===== config.mk =====
export PLATFORM = sky130hd
export DESIGN_NAME = peak_hold_bar_graph_flat
export DESIGN_NICKNAME = d
export VERILOG_FILES = /design/src/rtl/phb_pkg.sv /design/src/rtl/phb_if.sv /design/src/rtl/peak_hold_bar_graph.sv /design/src/flat_wrapper.sv
export SDC_FILE = /design/constraint.sdc
export NUM_CORES = 1
export LEC_CHECK = 0
export ABC_AREA = 0
export ABC_CLOCK_PERIOD_IN_PS = 6200
export BUFFER_PORTS_ARGS = -buffer_cell sky130_fd_sc_hd__buf_2
export CORE_MARGIN = 5
export CORE_UTILIZATION = 50
export DETAILED_ROUTE_END_ITERATION = 12
export GPL_TIMING_DRIVEN = 0
export PLACE_DENSITY = 0.69
export SLEW_MARGIN = 20
export SYNTH_ARGS = -nofsm -noshare
export SYNTH_HDL_FRONTEND = slang
export SYNTH_SLANG_ARGS = --single-unit

===== constraint.sdc =====
create_clock -name i_clk -period 6.2 [get_ports i_clk]
set_input_delay 0 -clock i_clk [delete_from_list [all_inputs] [get_ports i_clk]]
set_output_delay 0 -clock i_clk [all_outputs]
set_load 0.05 [all_outputs]

===== src/rtl/phb_pkg.sv =====
// Shared types and constants for the peak-hold bar graph.
`timescale 1ns / 1ps
`default_nettype none

package phb_pkg;

    // Field widths
    localparam int LEVEL_W  = 16;
    localparam int ROW_W    = 6;
    localparam int HGT_W    = 7;
    localparam int HUE_W    = 8;
    localparam int PERIOD_W = 8;

    // Configuration port
    localparam int CFG_IDX_W  = 2;
    localparam int CFG_DATA_W = 8;

    localparam logic [CFG_IDX_W-1:0] REG_FULL_SCALE  = 2'd0;
    localparam logic [CFG_IDX_W-1:0] REG_FALL_PERIOD = 2'd1;
    localparam logic [CFG_IDX_W-1:0] REG_HUE_LOW     = 2'd2;
    localparam logic [CFG_IDX_W-1:0] REG_HUE_HIGH    = 2'd3;

    // Register reset values
    localparam logic [HGT_W-1:0]    FULL_SCALE_RST  = 7'd16;
    localparam logic [PERIOD_W-1:0] FALL_PERIOD_RST = 8'd8;
    localparam logic [HUE_W-1:0]    HUE_LOW_RST     = 8'd0;
    localparam logic [HUE_W-1:0]    HUE_HIGH_RST    = 8'd128;

    // Smallest held peak that shows a dot is one above this
    localparam logic [HGT_W-1:0] DOT_MIN = 7'd3;

    // Input beat
    typedef struct packed {
        logic [LEVEL_W-1:0] level;
        logic [LEVEL_W-1:0] floor_level;
        logic [LEVEL_W-1:0] ceiling_level;
    } t_in_beat;

    // Output beat, one per LED row
    typedef struct packed {
        logic [ROW_W-1:0] row;
        logic             lit;
        logic [HUE_W-1:0] hue;
        logic             peak_dot;
        logic [HGT_W-1:0] bar_height;
        logic [HGT_W-1:0] held_peak;
        logic             last_row;
    } t_out_beat;

endpackage

`default_nettype wire


===== src/rtl/phb_if.sv =====
// Valid/ready channel interfaces for the input and output beats.
`timescale 1ns / 1ps
`default_nettype none

interface phb_in_if
    import phb_pkg::*;
();
    logic     valid;
    logic     ready;
    t_in_beat data;

    modport source (output valid, output data, input ready);
    modport sink   (input valid, input data, output ready);
endinterface

interface phb_out_if
    import phb_pkg::*;
();
    logic      valid;
    logic      ready;
    t_out_beat data;

    modport source (output valid, output data, input ready);
    modport sink   (input valid, input data, output ready);
endinterface

`default_nettype wire


===== src/rtl/peak_hold_bar_graph.sv =====
// Peak-hold bar graph: level scaling, falling peak and per-row LED beats.
// Sequence: the input beat passes through magnitude, bit-serial multiply, serial restoring
// divide and peak steps, then the output register holds the first row beat.
// A new input beat is taken only after the last row beat of the previous one is loaded;
// the row beats follow at one row beat per cycle while the sink is ready.
// Reset: synchronous, active low; registers return to defaults, peak and fall counter to 0.
`timescale 1ns / 1ps
`default_nettype none

module peak_hold_bar_graph
    import phb_pkg::*;
#(
    parameter int ROWS = 16
) (
    input  logic                  i_clk,
    input  logic                  i_rst_n,
    input  logic                  i_cfg_we,
    input  logic [CFG_IDX_W-1:0]  i_cfg_idx,
    input  logic [CFG_DATA_W-1:0] i_cfg_data,
    phb_in_if.sink                i_in,
    phb_out_if.source             o_out
);

    localparam logic [ROW_W-1:0] LAST_ROW = ROW_W'(ROWS - 1);
    localparam logic [ROW_W-1:0] DEN      = ROW_W'(ROWS - 1);
    localparam logic [HGT_W-1:0] ROWS_H   = HGT_W'(ROWS);

    localparam int DIFF_W = LEVEL_W + 1;
    localparam int ACC_W  = LEVEL_W + HGT_W;
    localparam int DSH_W  = LEVEL_W + HGT_W - 1;

    // Sequencer codes
    localparam logic [2:0] S_IDLE = 3'd0;
    localparam logic [2:0] S_ABS  = 3'd1;
    localparam logic [2:0] S_MUL  = 3'd2;
    localparam logic [2:0] S_DIV  = 3'd3;
    localparam logic [2:0] S_PEAK = 3'd4;
    localparam logic [2:0] S_EMIT = 3'd5;

    localparam logic [2:0] MUL_LAST = 3'd7;
    localparam logic [2:0] DIV_LAST = 3'd6;

    logic [2:0] r_state;
    logic [2:0] r_cnt;

    // Configuration
    logic [HGT_W-1:0]    r_full_scale;
    logic [PERIOD_W-1:0] r_fall_period;
    logic [HUE_W-1:0]    r_hue_low;
    logic [HUE_W-1:0]    r_hue_high;

    // Persistent state
    logic [HGT_W-1:0]    r_peak;
    logic [PERIOD_W-1:0] r_fall_cnt;

    // Datapath
    logic [DIFF_W-1:0]  r_ndiff;
    logic [DIFF_W-1:0]  r_ddiff;
    logic [LEVEL_W-1:0] r_a;
    logic [LEVEL_W-1:0] r_d;
    logic               r_zero;
    logic               r_sat;
    logic [HUE_W-1:0]   r_mplier;
    logic [ACC_W-1:0]   r_acc;
    logic [DSH_W-1:0]   r_dsh;
    logic [HGT_W-1:0]   r_qt;

    // Hue step division (|span| / (ROWS-1))
    logic               r_hneg;
    logic [HUE_W-1:0]   r_hdiv;
    logic [ROW_W-1:0]   r_hrem;

    // Row emission
    logic [HGT_W-1:0]   r_height;
    logic               r_dot_on;
    logic [ROW_W-1:0]   r_dot_row;
    logic [ROW_W-1:0]   r_row;
    logic [HUE_W-1:0]   r_hq;
    logic [ROW_W-1:0]   r_hr;

    logic               r_out_valid;
    t_out_beat          r_out;

    // Combinational helpers
    logic               accept;
    logic               load;
    logic               ge;
    logic [ACC_W-1:0]   dsh_ext;
    logic [ROW_W:0]     hstep_t;
    logic               hstep_ge;
    logic [HUE_W:0]     span;
    logic [HGT_W-1:0]   n_height;
    logic [HGT_W-1:0]   n_shown;
    logic [PERIOD_W-1:0] n_fall_cnt;
    logic               drop;
    logic [ROW_W:0]     hsum;
    logic               hcarry;
    logic [ROW_W-1:0]   n_hr;
    logic [HUE_W-1:0]   n_hq;
    logic               is_dot;
    logic [HUE_W-1:0]   q_sel;

    assign accept      = i_in.valid && i_in.ready;
    assign i_in.ready  = (r_state == S_IDLE);
    assign load        = (r_state == S_EMIT) && (!r_out_valid || o_out.ready);
    assign o_out.valid = r_out_valid;
    assign o_out.data  = r_out;

    // Divide step: trial subtract of the shifted divisor
    assign dsh_ext = {1'b0, r_dsh};
    assign ge      = (r_acc >= dsh_ext);

    // Hue step division: one dividend bit a cycle
    assign hstep_t  = {r_hrem, r_hdiv[HUE_W-1]};
    assign hstep_ge = (hstep_t >= {1'b0, DEN});

    assign span = {1'b0, r_hue_high} - {1'b0, r_hue_low};

    // Height clamp, peak rise and fall counter
    always_comb begin
        if (r_zero) begin
            n_height = '0;
        end else if (r_sat) begin
            n_height = r_full_scale;
        end else begin
            n_height = r_qt;
        end
        n_shown    = (n_height > r_peak) ? n_height : r_peak;
        n_fall_cnt = r_fall_cnt + 1'b1;
        drop       = (n_fall_cnt >= r_fall_period);
    end

    // Row gradient accumulator: Q += step, R += rem with one carry correction
    always_comb begin
        hsum   = {1'b0, r_hr} + {1'b0, r_hrem};
        hcarry = (hsum >= {1'b0, DEN});
        n_hr   = hcarry ? ROW_W'(hsum - {1'b0, DEN}) : hsum[ROW_W-1:0];
        n_hq   = r_hq + r_hdiv + {{(HUE_W-1){1'b0}}, hcarry};
        is_dot = r_dot_on && (r_row == r_dot_row);
        q_sel  = is_dot ? n_hq : r_hq;
    end

    // Sequencer and control state
    always_ff @(posedge i_clk) begin
        if (!i_rst_n) begin
            r_state    <= S_IDLE;
            r_cnt      <= '0;
            r_peak     <= '0;
            r_fall_cnt <= '0;
        end else begin
            unique case (r_state)
                S_IDLE: begin
                    if (accept) begin
                        r_state <= S_ABS;
                    end
                end
                S_ABS: begin
                    r_cnt   <= '0;
                    r_state <= S_MUL;
                end
                S_MUL: begin
                    r_cnt <= r_cnt + 1'b1;
                    if (r_cnt == MUL_LAST) begin
                        r_cnt   <= '0;
                        r_state <= S_DIV;
                    end
                end
                S_DIV: begin
                    r_cnt <= r_cnt + 1'b1;
                    if (r_cnt == DIV_LAST) begin
                        r_state <= S_PEAK;
                    end
                end
                S_PEAK: begin
                    if (drop) begin
                        r_peak     <= (n_shown != '0) ? n_shown - 1'b1 : n_shown;
                        r_fall_cnt <= '0;
                    end else begin
                        r_peak     <= n_shown;
                        r_fall_cnt <= n_fall_cnt;
                    end
                    r_state <= S_EMIT;
                end
                S_EMIT: begin
                    if (load && (r_row == LAST_ROW)) begin
                        r_state <= S_IDLE;
                    end
                end
                default: begin
                    r_state <= S_IDLE;
                end
            endcase
        end
    end

    // Configuration writes
    always_ff @(posedge i_clk) begin
        if (!i_rst_n) begin
            r_full_scale  <= FULL_SCALE_RST;
            r_fall_period <= FALL_PERIOD_RST;
            r_hue_low     <= HUE_LOW_RST;
            r_hue_high    <= HUE_HIGH_RST;
        end else if (i_cfg_we) begin
            unique case (i_cfg_idx)
                REG_FULL_SCALE:  r_full_scale  <= i_cfg_data[HGT_W-1:0];
                REG_FALL_PERIOD: r_fall_period <= i_cfg_data[PERIOD_W-1:0];
                REG_HUE_LOW:     r_hue_low     <= i_cfg_data[HUE_W-1:0];
                REG_HUE_HIGH:    r_hue_high    <= i_cfg_data[HUE_W-1:0];
            endcase
        end
    end

    // Serial multiply, restoring divide and hue step division
    always_ff @(posedge i_clk) begin
        unique case (r_state)
            S_IDLE: begin
                if (accept) begin
                    r_ndiff <= {1'b0, i_in.data.level} - {1'b0, i_in.data.floor_level};
                    r_ddiff <= {1'b0, i_in.data.ceiling_level} - {1'b0, i_in.data.floor_level};
                end
            end
            S_ABS: begin
                // magnitudes; opposite signs or a zero span give height 0
                r_a      <= r_ndiff[DIFF_W-1] ? LEVEL_W'(-r_ndiff) : r_ndiff[LEVEL_W-1:0];
                r_d      <= r_ddiff[DIFF_W-1] ? LEVEL_W'(-r_ddiff) : r_ddiff[LEVEL_W-1:0];
                r_zero   <= (r_ndiff[DIFF_W-1] != r_ddiff[DIFF_W-1]) || (r_ddiff == '0);
                r_mplier <= {1'b0, r_full_scale};
                r_acc    <= '0;
                r_hneg   <= span[HUE_W];
                r_hdiv   <= span[HUE_W] ? HUE_W'(-span) : span[HUE_W-1:0];
                r_hrem   <= '0;
            end
            S_MUL: begin
                // MSB-first shift and add of full_scale * |level - floor|
                r_acc    <= {r_acc[ACC_W-2:0], 1'b0}
                            + (r_mplier[HUE_W-1] ? {{HGT_W{1'b0}}, r_a} : '0);
                r_mplier <= {r_mplier[HUE_W-2:0], 1'b0};
                // level span at least as large as the ceiling span saturates
                r_sat    <= (r_a >= r_d);
                r_hrem   <= hstep_ge ? ROW_W'(hstep_t - {1'b0, DEN}) : hstep_t[ROW_W-1:0];
                r_hdiv   <= {r_hdiv[HUE_W-2:0], hstep_ge};
                if (r_cnt == MUL_LAST) begin
                    r_dsh <= {r_d, {(HGT_W-1){1'b0}}};
                    r_qt  <= '0;
                end
            end
            S_DIV: begin
                // quotient below full_scale here, so seven bits suffice
                if (ge) begin
                    r_acc <= r_acc - dsh_ext;
                end
                r_qt  <= {r_qt[HGT_W-2:0], ge};
                r_dsh <= {1'b0, r_dsh[DSH_W-1:1]};
            end
            S_PEAK: begin
                r_height  <= n_height;
                r_dot_on  <= (n_shown > DOT_MIN) && (n_shown < ROWS_H);
                r_dot_row <= ROW_W'(n_shown - 1'b1);
                r_row     <= '0;
                r_hq      <= '0;
                r_hr      <= '0;
            end
            S_EMIT: begin
                if (load) begin
                    r_row <= r_row + 1'b1;
                    r_hq  <= n_hq;
                    r_hr  <= n_hr;
                end
            end
            default: begin
            end
        endcase
    end

    // Output register, one row beat per load
    always_ff @(posedge i_clk) begin
        if (!i_rst_n) begin
            r_out_valid <= 1'b0;
        end else if (load) begin
            r_out_valid <= 1'b1;
        end else if (o_out.ready) begin
            r_out_valid <= 1'b0;
        end
    end

    always_ff @(posedge i_clk) begin
        if (load) begin
            r_out.row        <= r_row;
            r_out.lit        <= ({1'b0, r_row} < r_height);
            r_out.hue        <= r_hneg ? r_hue_low - q_sel : r_hue_low + q_sel;
            r_out.peak_dot   <= is_dot;
            r_out.bar_height <= r_height;
            r_out.held_peak  <= r_peak;
            r_out.last_row   <= (r_row == LAST_ROW);
        end
    end

endmodule

`default_nettype wire

===== src/flat_wrapper.sv =====
// flat-port wrapper written by rule: the top's interface ports become plain ports
module peak_hold_bar_graph_flat import phb_pkg::*;
#(
    parameter int ROWS = 16
)
  (i_clk, i_rst_n, i_cfg_we, i_cfg_idx, i_cfg_data, i_in_valid, i_in_data, i_in_ready, o_out_valid, o_out_data, o_out_ready);
  phb_in_if i_in_i ();
  phb_out_if o_out_i ();
  input  logic i_clk;
  input  logic i_rst_n;
  input  logic i_cfg_we;
  input  logic [CFG_IDX_W-1:0] i_cfg_idx;
  input  logic [CFG_DATA_W-1:0] i_cfg_data;
  input wire logic [$bits(i_in_i.valid)-1:0] i_in_valid;
  input wire logic [$bits(i_in_i.data)-1:0] i_in_data;
  output wire logic [$bits(i_in_i.ready)-1:0] i_in_ready;
  output wire logic [$bits(o_out_i.valid)-1:0] o_out_valid;
  output wire logic [$bits(o_out_i.data)-1:0] o_out_data;
  input wire logic [$bits(o_out_i.ready)-1:0] o_out_ready;
  assign i_in_i.valid = i_in_valid;
  assign i_in_i.data = i_in_data;
  assign i_in_ready = i_in_i.ready;
  assign o_out_valid = o_out_i.valid;
  assign o_out_data = o_out_i.data;
  assign o_out_i.ready = o_out_ready;
  peak_hold_bar_graph #(.ROWS(ROWS)) u_core (.i_clk(i_clk), .i_rst_n(i_rst_n), .i_cfg_we(i_cfg_we), .i_cfg_idx(i_cfg_idx), .i_cfg_data(i_cfg_data), .i_in(i_in_i), .o_out(o_out_i));
endmodule

* Yosys cells after proc, flatten, opt, wreduce, memory -nomap -nowiden
Index checks and enable logic that the tools add are counted.
** Operators by class
- $add $sub $neg :: 19
- Magnitude comparators :: 9
- Eq/ne operators :: 19
- Muxes and demuxes :: 38
- Reduce and logical (&&, ||, !) cells :: 26
** Operator list (count)
- $pmux W23 S3 :: 1
- $mux W16 :: 3
- $pmux W8 S2 :: 3
- $pmux W22 S2 :: 1
- $mux W7 :: 6
- $mux W8 :: 5
- $pmux W6 S2 :: 3
- $sub A16 B16 Y17 :: 2
- $neg A16 Y16 :: 2
- $mux W6 :: 4
- $add A23 B23 Y23 :: 1
- $ge A23 B22 Y1 :: 1
- $mux W23 :: 1
- $sub A23 B22 Y23 :: 1
- $mux W22 :: 1
- $pmux W3 S6 :: 1
- $logic_not A17 Y1 :: 1
- $add A8 B8 Y8 :: 2
- $ge A16 B16 Y1 :: 1
- $reduce_and A2 Y1 :: 8
- $mux W3 :: 5
- $ge A7 B4 Y1 const B :: 2
- $pmux W7 S2 :: 1
- $eq A3 B3 Y1 const B :: 4
- other kinds (35) :: 51
** Storage, ports and cells
- Bits in registers :: 261
- Input bits :: 63
- Output and inout bits :: 33
- Logic and storage cells :: 146

* Longest topological paths before layout
- Word-level depth :: 7
- Mapped depth :: 25

* Worst setup path after synthesis
Ideal clock, no wire load.
- Path type :: reg2reg
- From :: register u_core.r_hrem[0]
- To :: register u_core.r_out (netlist bit u_core.o_out.data[23]), data pin
- Setup time :: 0.268 ns
- Data arrival time :: 5.246 ns
- Data required time :: 5.932 ns
- Setup slack :: 0.687 ns
- Stages on the path, launching flop included :: 26
- Path buffers :: 0
- Period minus slack after synthesis :: 5.513 ns
- Cell sequence :: edfxtp_1 -> ha_1 -> inv_1 -> fa_1 -> inv_1 -> a21oi_1 -> o21bai_1 -> xnor2_1 -> o21ai_0 -> nor4_4 -> inv_1 -> fa_1 -> fa_1 -> a211oi_1 -> nor2_1 -> xor2_1 -> mux2i_1 -> and3_1 -> nor2_1 -> xor2_1 -> ha_1 -> or2_2 -> a21oi_1 -> a21oi_1 -> xnor2_1 -> xnor3_1
** Between the ends
- Cells in the longest elaborated chain, start to end :: 6
** Ends and longest elaborated chain
- from (decl) :: RTL line peak_hold_bar_graph.sv:71 : logic [ROW_W-1:0] r_hrem;
- from (signal assigned) :: RTL line peak_hold_bar_graph.sv:240 : r_hrem <= hstep_ge ? ROW_W'(hstep_t - {1'b0, DEN}) : hstep_t[ROW_W-1:0];
- $add A6 B6 Y7 (*) :: RTL line peak_hold_bar_graph.sv:135 : hsum = {1'b0, r_hr} + {1'b0, r_hrem};
- $ge A7 B4 Y1 (*) :: RTL line peak_hold_bar_graph.sv:136 : hcarry = (hsum >= {1'b0, DEN});
- $add A8 B1 Y8 (*) :: RTL line peak_hold_bar_graph.sv:138 : n_hq = r_hq + r_hdiv + {{(HUE_W-1){1'b0}}, hcarry};
- $mux W8 (*) :: RTL line peak_hold_bar_graph.sv:140 : q_sel = is_dot ? n_hq : r_hq;
- $add A8 B8 Y8 or $sub A8 B8 Y8 (tied branches) :: RTL line peak_hold_bar_graph.sv:290 : r_out.hue <= r_hneg ? r_hue_low - q_sel : r_hue_low + q_sel;
- $mux W8 (*) :: RTL line peak_hold_bar_graph.sv:290
- to (decl) :: RTL line peak_hold_bar_graph.sv:82 : t_out_beat r_out;
Mark *: on every way between the ends. The rest lies on a longest branch, timed or not.
A chain may end at the register's enable or synchronous reset.

* Worst setup path after layout
Ends and elaborated chain as after synthesis.

==> key figures <==
Timing
  • Fin crit period: 5.81 ns
  • RSZ-0062 raised after global routing: no
  • Fmax: 172 MHz
  • Final setup TNS: 0 ns
  • Relative slew slack: 0.460
  • Period utilisation layout: 0.937
  • Final hold violations: 0
  • Worst Skew: 0.0136 ns
  • Worst-margin pin slew: 0.802 ns
  • Setup-failing EPs final: 0
  • Max Slew Vio Count: 0

Route
  • Drt wl/cell: 16.0 um
  • Starting DRC count in detailed routing: 681
  • Detailed-route DRC error count: 0
  • Final ANT Viol Nets: 0
  • 1st-pass router iterations: 6
  • Final wirelength: 36.3 mm
  • Vias per cell: 5.47
  • Vias post-DR: 12400

Yosys
  • Flops & latches, synth: 261
  • Synth cell types: 78
  • Synthesized cell area: 16500 sq um
  • Syn Inst Count: 1620
  • Syn avg cell area: 10.2 sq um
  • Async SR Flop Fraction: 0
  • Mapped Nets: 1838
  • Sequential fraction of the synthesis area: 0.444
  • Synth warn: 0
  • Post-synth EDFFs: 208
  • Post-synth top flop: edfxtp_1

Clock tree
  • Clock latency on the worst-skew pair: 0.55 ns
  • Reg clk slew, reported paths: 0.06 ns
  • CTS H-tree lvls: 1
  • Num CTS Buffers: 28
  • CTS tree: done
  • Clock sink count: 261
  • CTS root buffer: clkbuf_16
  • Max Root-Sink Buffers: 3

Floorplanning
  • Die Y: 191 um
  • I/O Pins: 96
  • Row cnt: 66
  • DIE AREA: 36600 sq um
  • Starting Density: 0.506
  • Placeable Area: 32500 sq um
  • Die width: 191 um

Final layout
  • Inserted Diodes: 0
  • Most common cell after layout, fill and taps aside: edfxtp_1
  • Synth-to-Final Area Change: 15.5%
  • Sequential Area: 7310 sq um
  • Fillers: 2822
  • Number of nets in the final layout: 2018
  • Most frequent cells in the layout: edfxtp_1 (208), ha_1 (146), nand2_1 (134)
  • Final instance area: 19000 sq um
  • Multi-input gate area: 8530 sq um
  • Layout cells sized above 1: 0.107

Setup path
  • Worst R2R End: u_core.o_out.data[23]
  • Worst EP required: 6.48 ns
  • Maximum fanout along the worst path: 5
  • FF-to-FF setup slack: 0.39 ns
  • Critical R2R Launch: u_core.r_hrem[0]
  • Crit Path Class: reg2reg
  • Critical Path Start Type: register
  • Arrival time at the worst endpoint: 6.10 ns
  • CP Capture Type: register
  • Path depth of the worst reg2reg path: 25

Power
  • VDD IR max: 240 uV
  • Overall Power: 8650 uW
  • Lkg Pwr: 0.00783 uW
  • PD cells: 455 nW/um^2

Place
  • Placed cell areas: 17600 sq um
  • Number of I/O port buffers: 95
  • Final Wtd Congestion: 0.902
  • Detail Placement HPWL: 27.7 mm

Status
  • Status: completed

Hold path
  • HP Class: in2reg
  • Cells on Worst Hold Path: 4
  • Worst hold endpoint: u_core.r_ddiff[1]
  • Hold path start: i_in_data[1]

Global routing
  • Largest net degree at the start of global routing: 35
  • Total track usage: 0.196
  • Total gr overflow: 0
  • Vias in the first global route: 12100
  • Number of antenna violations at the first check in global routing: 0
  • First-pass GRT wire length: 59.3 mm

Flow run
  • Max-cap violations: 0
-- worst max-delay path by stage --
| stage | slack, ns | cells past startpoint | startpoint | to |
|---|---|---|---|---|
| finish | 0.39 | 25 | u_core.r_hrem[0] | u_core.o_out.data[23] |
| detailed placement | 0.09 | 25 | u_core.r_hrem[0] | u_core.o_out.data[23] |
| floorplan | 0.69 | 25 | u_core.r_hrem[0] | u_core.o_out.data[23] |
| global placement | 0.20 | 25 | u_core.r_hrem[0] | u_core.o_out.data[23] |
| global route | 0.02 | 24 | u_core.r_hrem[0] | u_core.o_out.data[23] |
| CTS | 0.09 | 25 | u_core.r_hrem[0] | u_core.o_out.data[23] |
-- logic make-up after synthesis --
| logic type | synth area share |
|---|---|
| flops | 0.444 |
| xor+xnor | 0.0785 |
| simple gates | 0.141 |
| fa+ha+maj | 0.122 |
| compound gates | 0.144 |
| mux | 0.0300 |
| buf+inv | 0.0405 |
-- power breakdown --
group | internal (uW) | switching, uW | leakage (uW)
clock | 934 | 697 | 0.000450
combinational | 1670 | 2450 | 0.00500
sequential | 2600 | 310 | 0.00238
total | 5200 | 3450 | 0.00783
-- what timing repair did --
| action | 4_1_cts | 5_1_grt |
|---|---|---|
| endpoints found under the hold margin | 66 | 0 |
| endpoints found under the setup margin | 0 | 1 |
| setup buffers | 0 | 7 |
| hold buffers | 41 | 0 |
| resized for setup | 0 | 3 |
-- cell usage after synthesis, drive strengths merged (16+ instances only) --
library cell | count | area share
a21o | 38 | 0.017
a21oi | 96 | 0.030
a31oi | 16 | 0.0061
and2 | 30 | 0.011
and3 | 21 | 0.0080
clkbuf | 38 | 0.0087
dfxtp | 53 | 0.064
edfxtp | 208 | 0.38
ha | 146 | 0.11
inv | 133 | 0.030
mux2i | 47 | 0.029
nand2 | 134 | 0.031
nand2b | 18 | 0.0068
nand3 | 31 | 0.0094
nor2 | 101 | 0.023
nor2b | 41 | 0.016
nor3 | 28 | 0.0088
o21a | 22 | 0.010
o21ai | 86 | 0.026
o22ai | 18 | 0.0068
o31ai | 16 | 0.0076
xnor2 | 93 | 0.049
xor2 | 52 | 0.028
-- routing by layer --
| metal | global-route usage | vias up | part of all wire |
|---|---|---|---|
| met5 | 0 | - | 0 |
| met4 | 0.0456 | 0 | 0.019 |
| met3 | 0.0225 | 56 | 0.048 |
| met2 | 0.327 | 270 | 0.47 |
| met1 | 0.276 | 5847 | 0.47 |
| li1 | - | 6202 | - |
-- worst max-delay path: stages, from the launching register on --
cell	delay (ns)
edfxtp_1	0.40
ha_1	0.19
inv_1	0.05
fa_1	0.41
inv_1	0.07
a21oi_1	0.05
o21bai_1	0.21
xnor2_1	0.21
o21ai_2	0.15
nor4_4	0.38
inv_1	0.10
fa_1	0.41
fa_1	0.42
a211oi_1	0.21
nor2_1	0.10
xor2_1	0.16
mux2i_2	0.18
and3_1	0.21
nor2_1	0.06
xor2_1	0.15
ha_1	0.33
or2_2	0.28
a21oi_1	0.16
a21oi_1	0.07
xnor2_1	0.20
xnor3_1	0.37
-- state kept, by name, summed over array words and instances, names as in the netlist, 8 cells and up --
signal and cells:
u_core.r_ddiff 17, u_core.r_hdiv 8, u_core.r_mplier 8, u_core.r_acc 23
u_core.o_out.data 31, u_core.r_fall_cnt 8, u_core.r_hue_low 8, u_core.r_fall_period 8
u_core.r_ndiff 17, u_core.r_hq 8, u_core.r_hue_high 8, u_core.r_dsh 22
u_core.r_d 16, u_core.r_a 16
-- area by class of cell --
class | instances | area share
timing repair buffer | 150 | 0.0546
clock inverter | 18 | 0.00718
sequential | 261 | 0.384
tap | 442 | 0.0291
inverter | 134 | 0.0265
multi-input combinational | 1183 | 0.449
clock buffer | 34 | 0.0408
buffer | 42 | 0.00869
-- stage by stage --
stage | util | hold slack, ns | worst slack, ns | cells
2_1_floorplan | - | 0.124 | 0.687 | 1620
3_3_place_gp | 0.537 | 0.292 | 0.202 | 2157
3_5_place_dp | 0.542 | 0.299 | 0.0941 | 2164
4_1_cts | 0.582 | 0.000904 | 0.0863 | 2257
5_1_grt | 0.584 | 0.0245 | 0.0207 | 2264
6_report | 0.584 | 0.00922 | 0.388 | 2264
No activity file was read; power rests on OpenSTA's default activity.
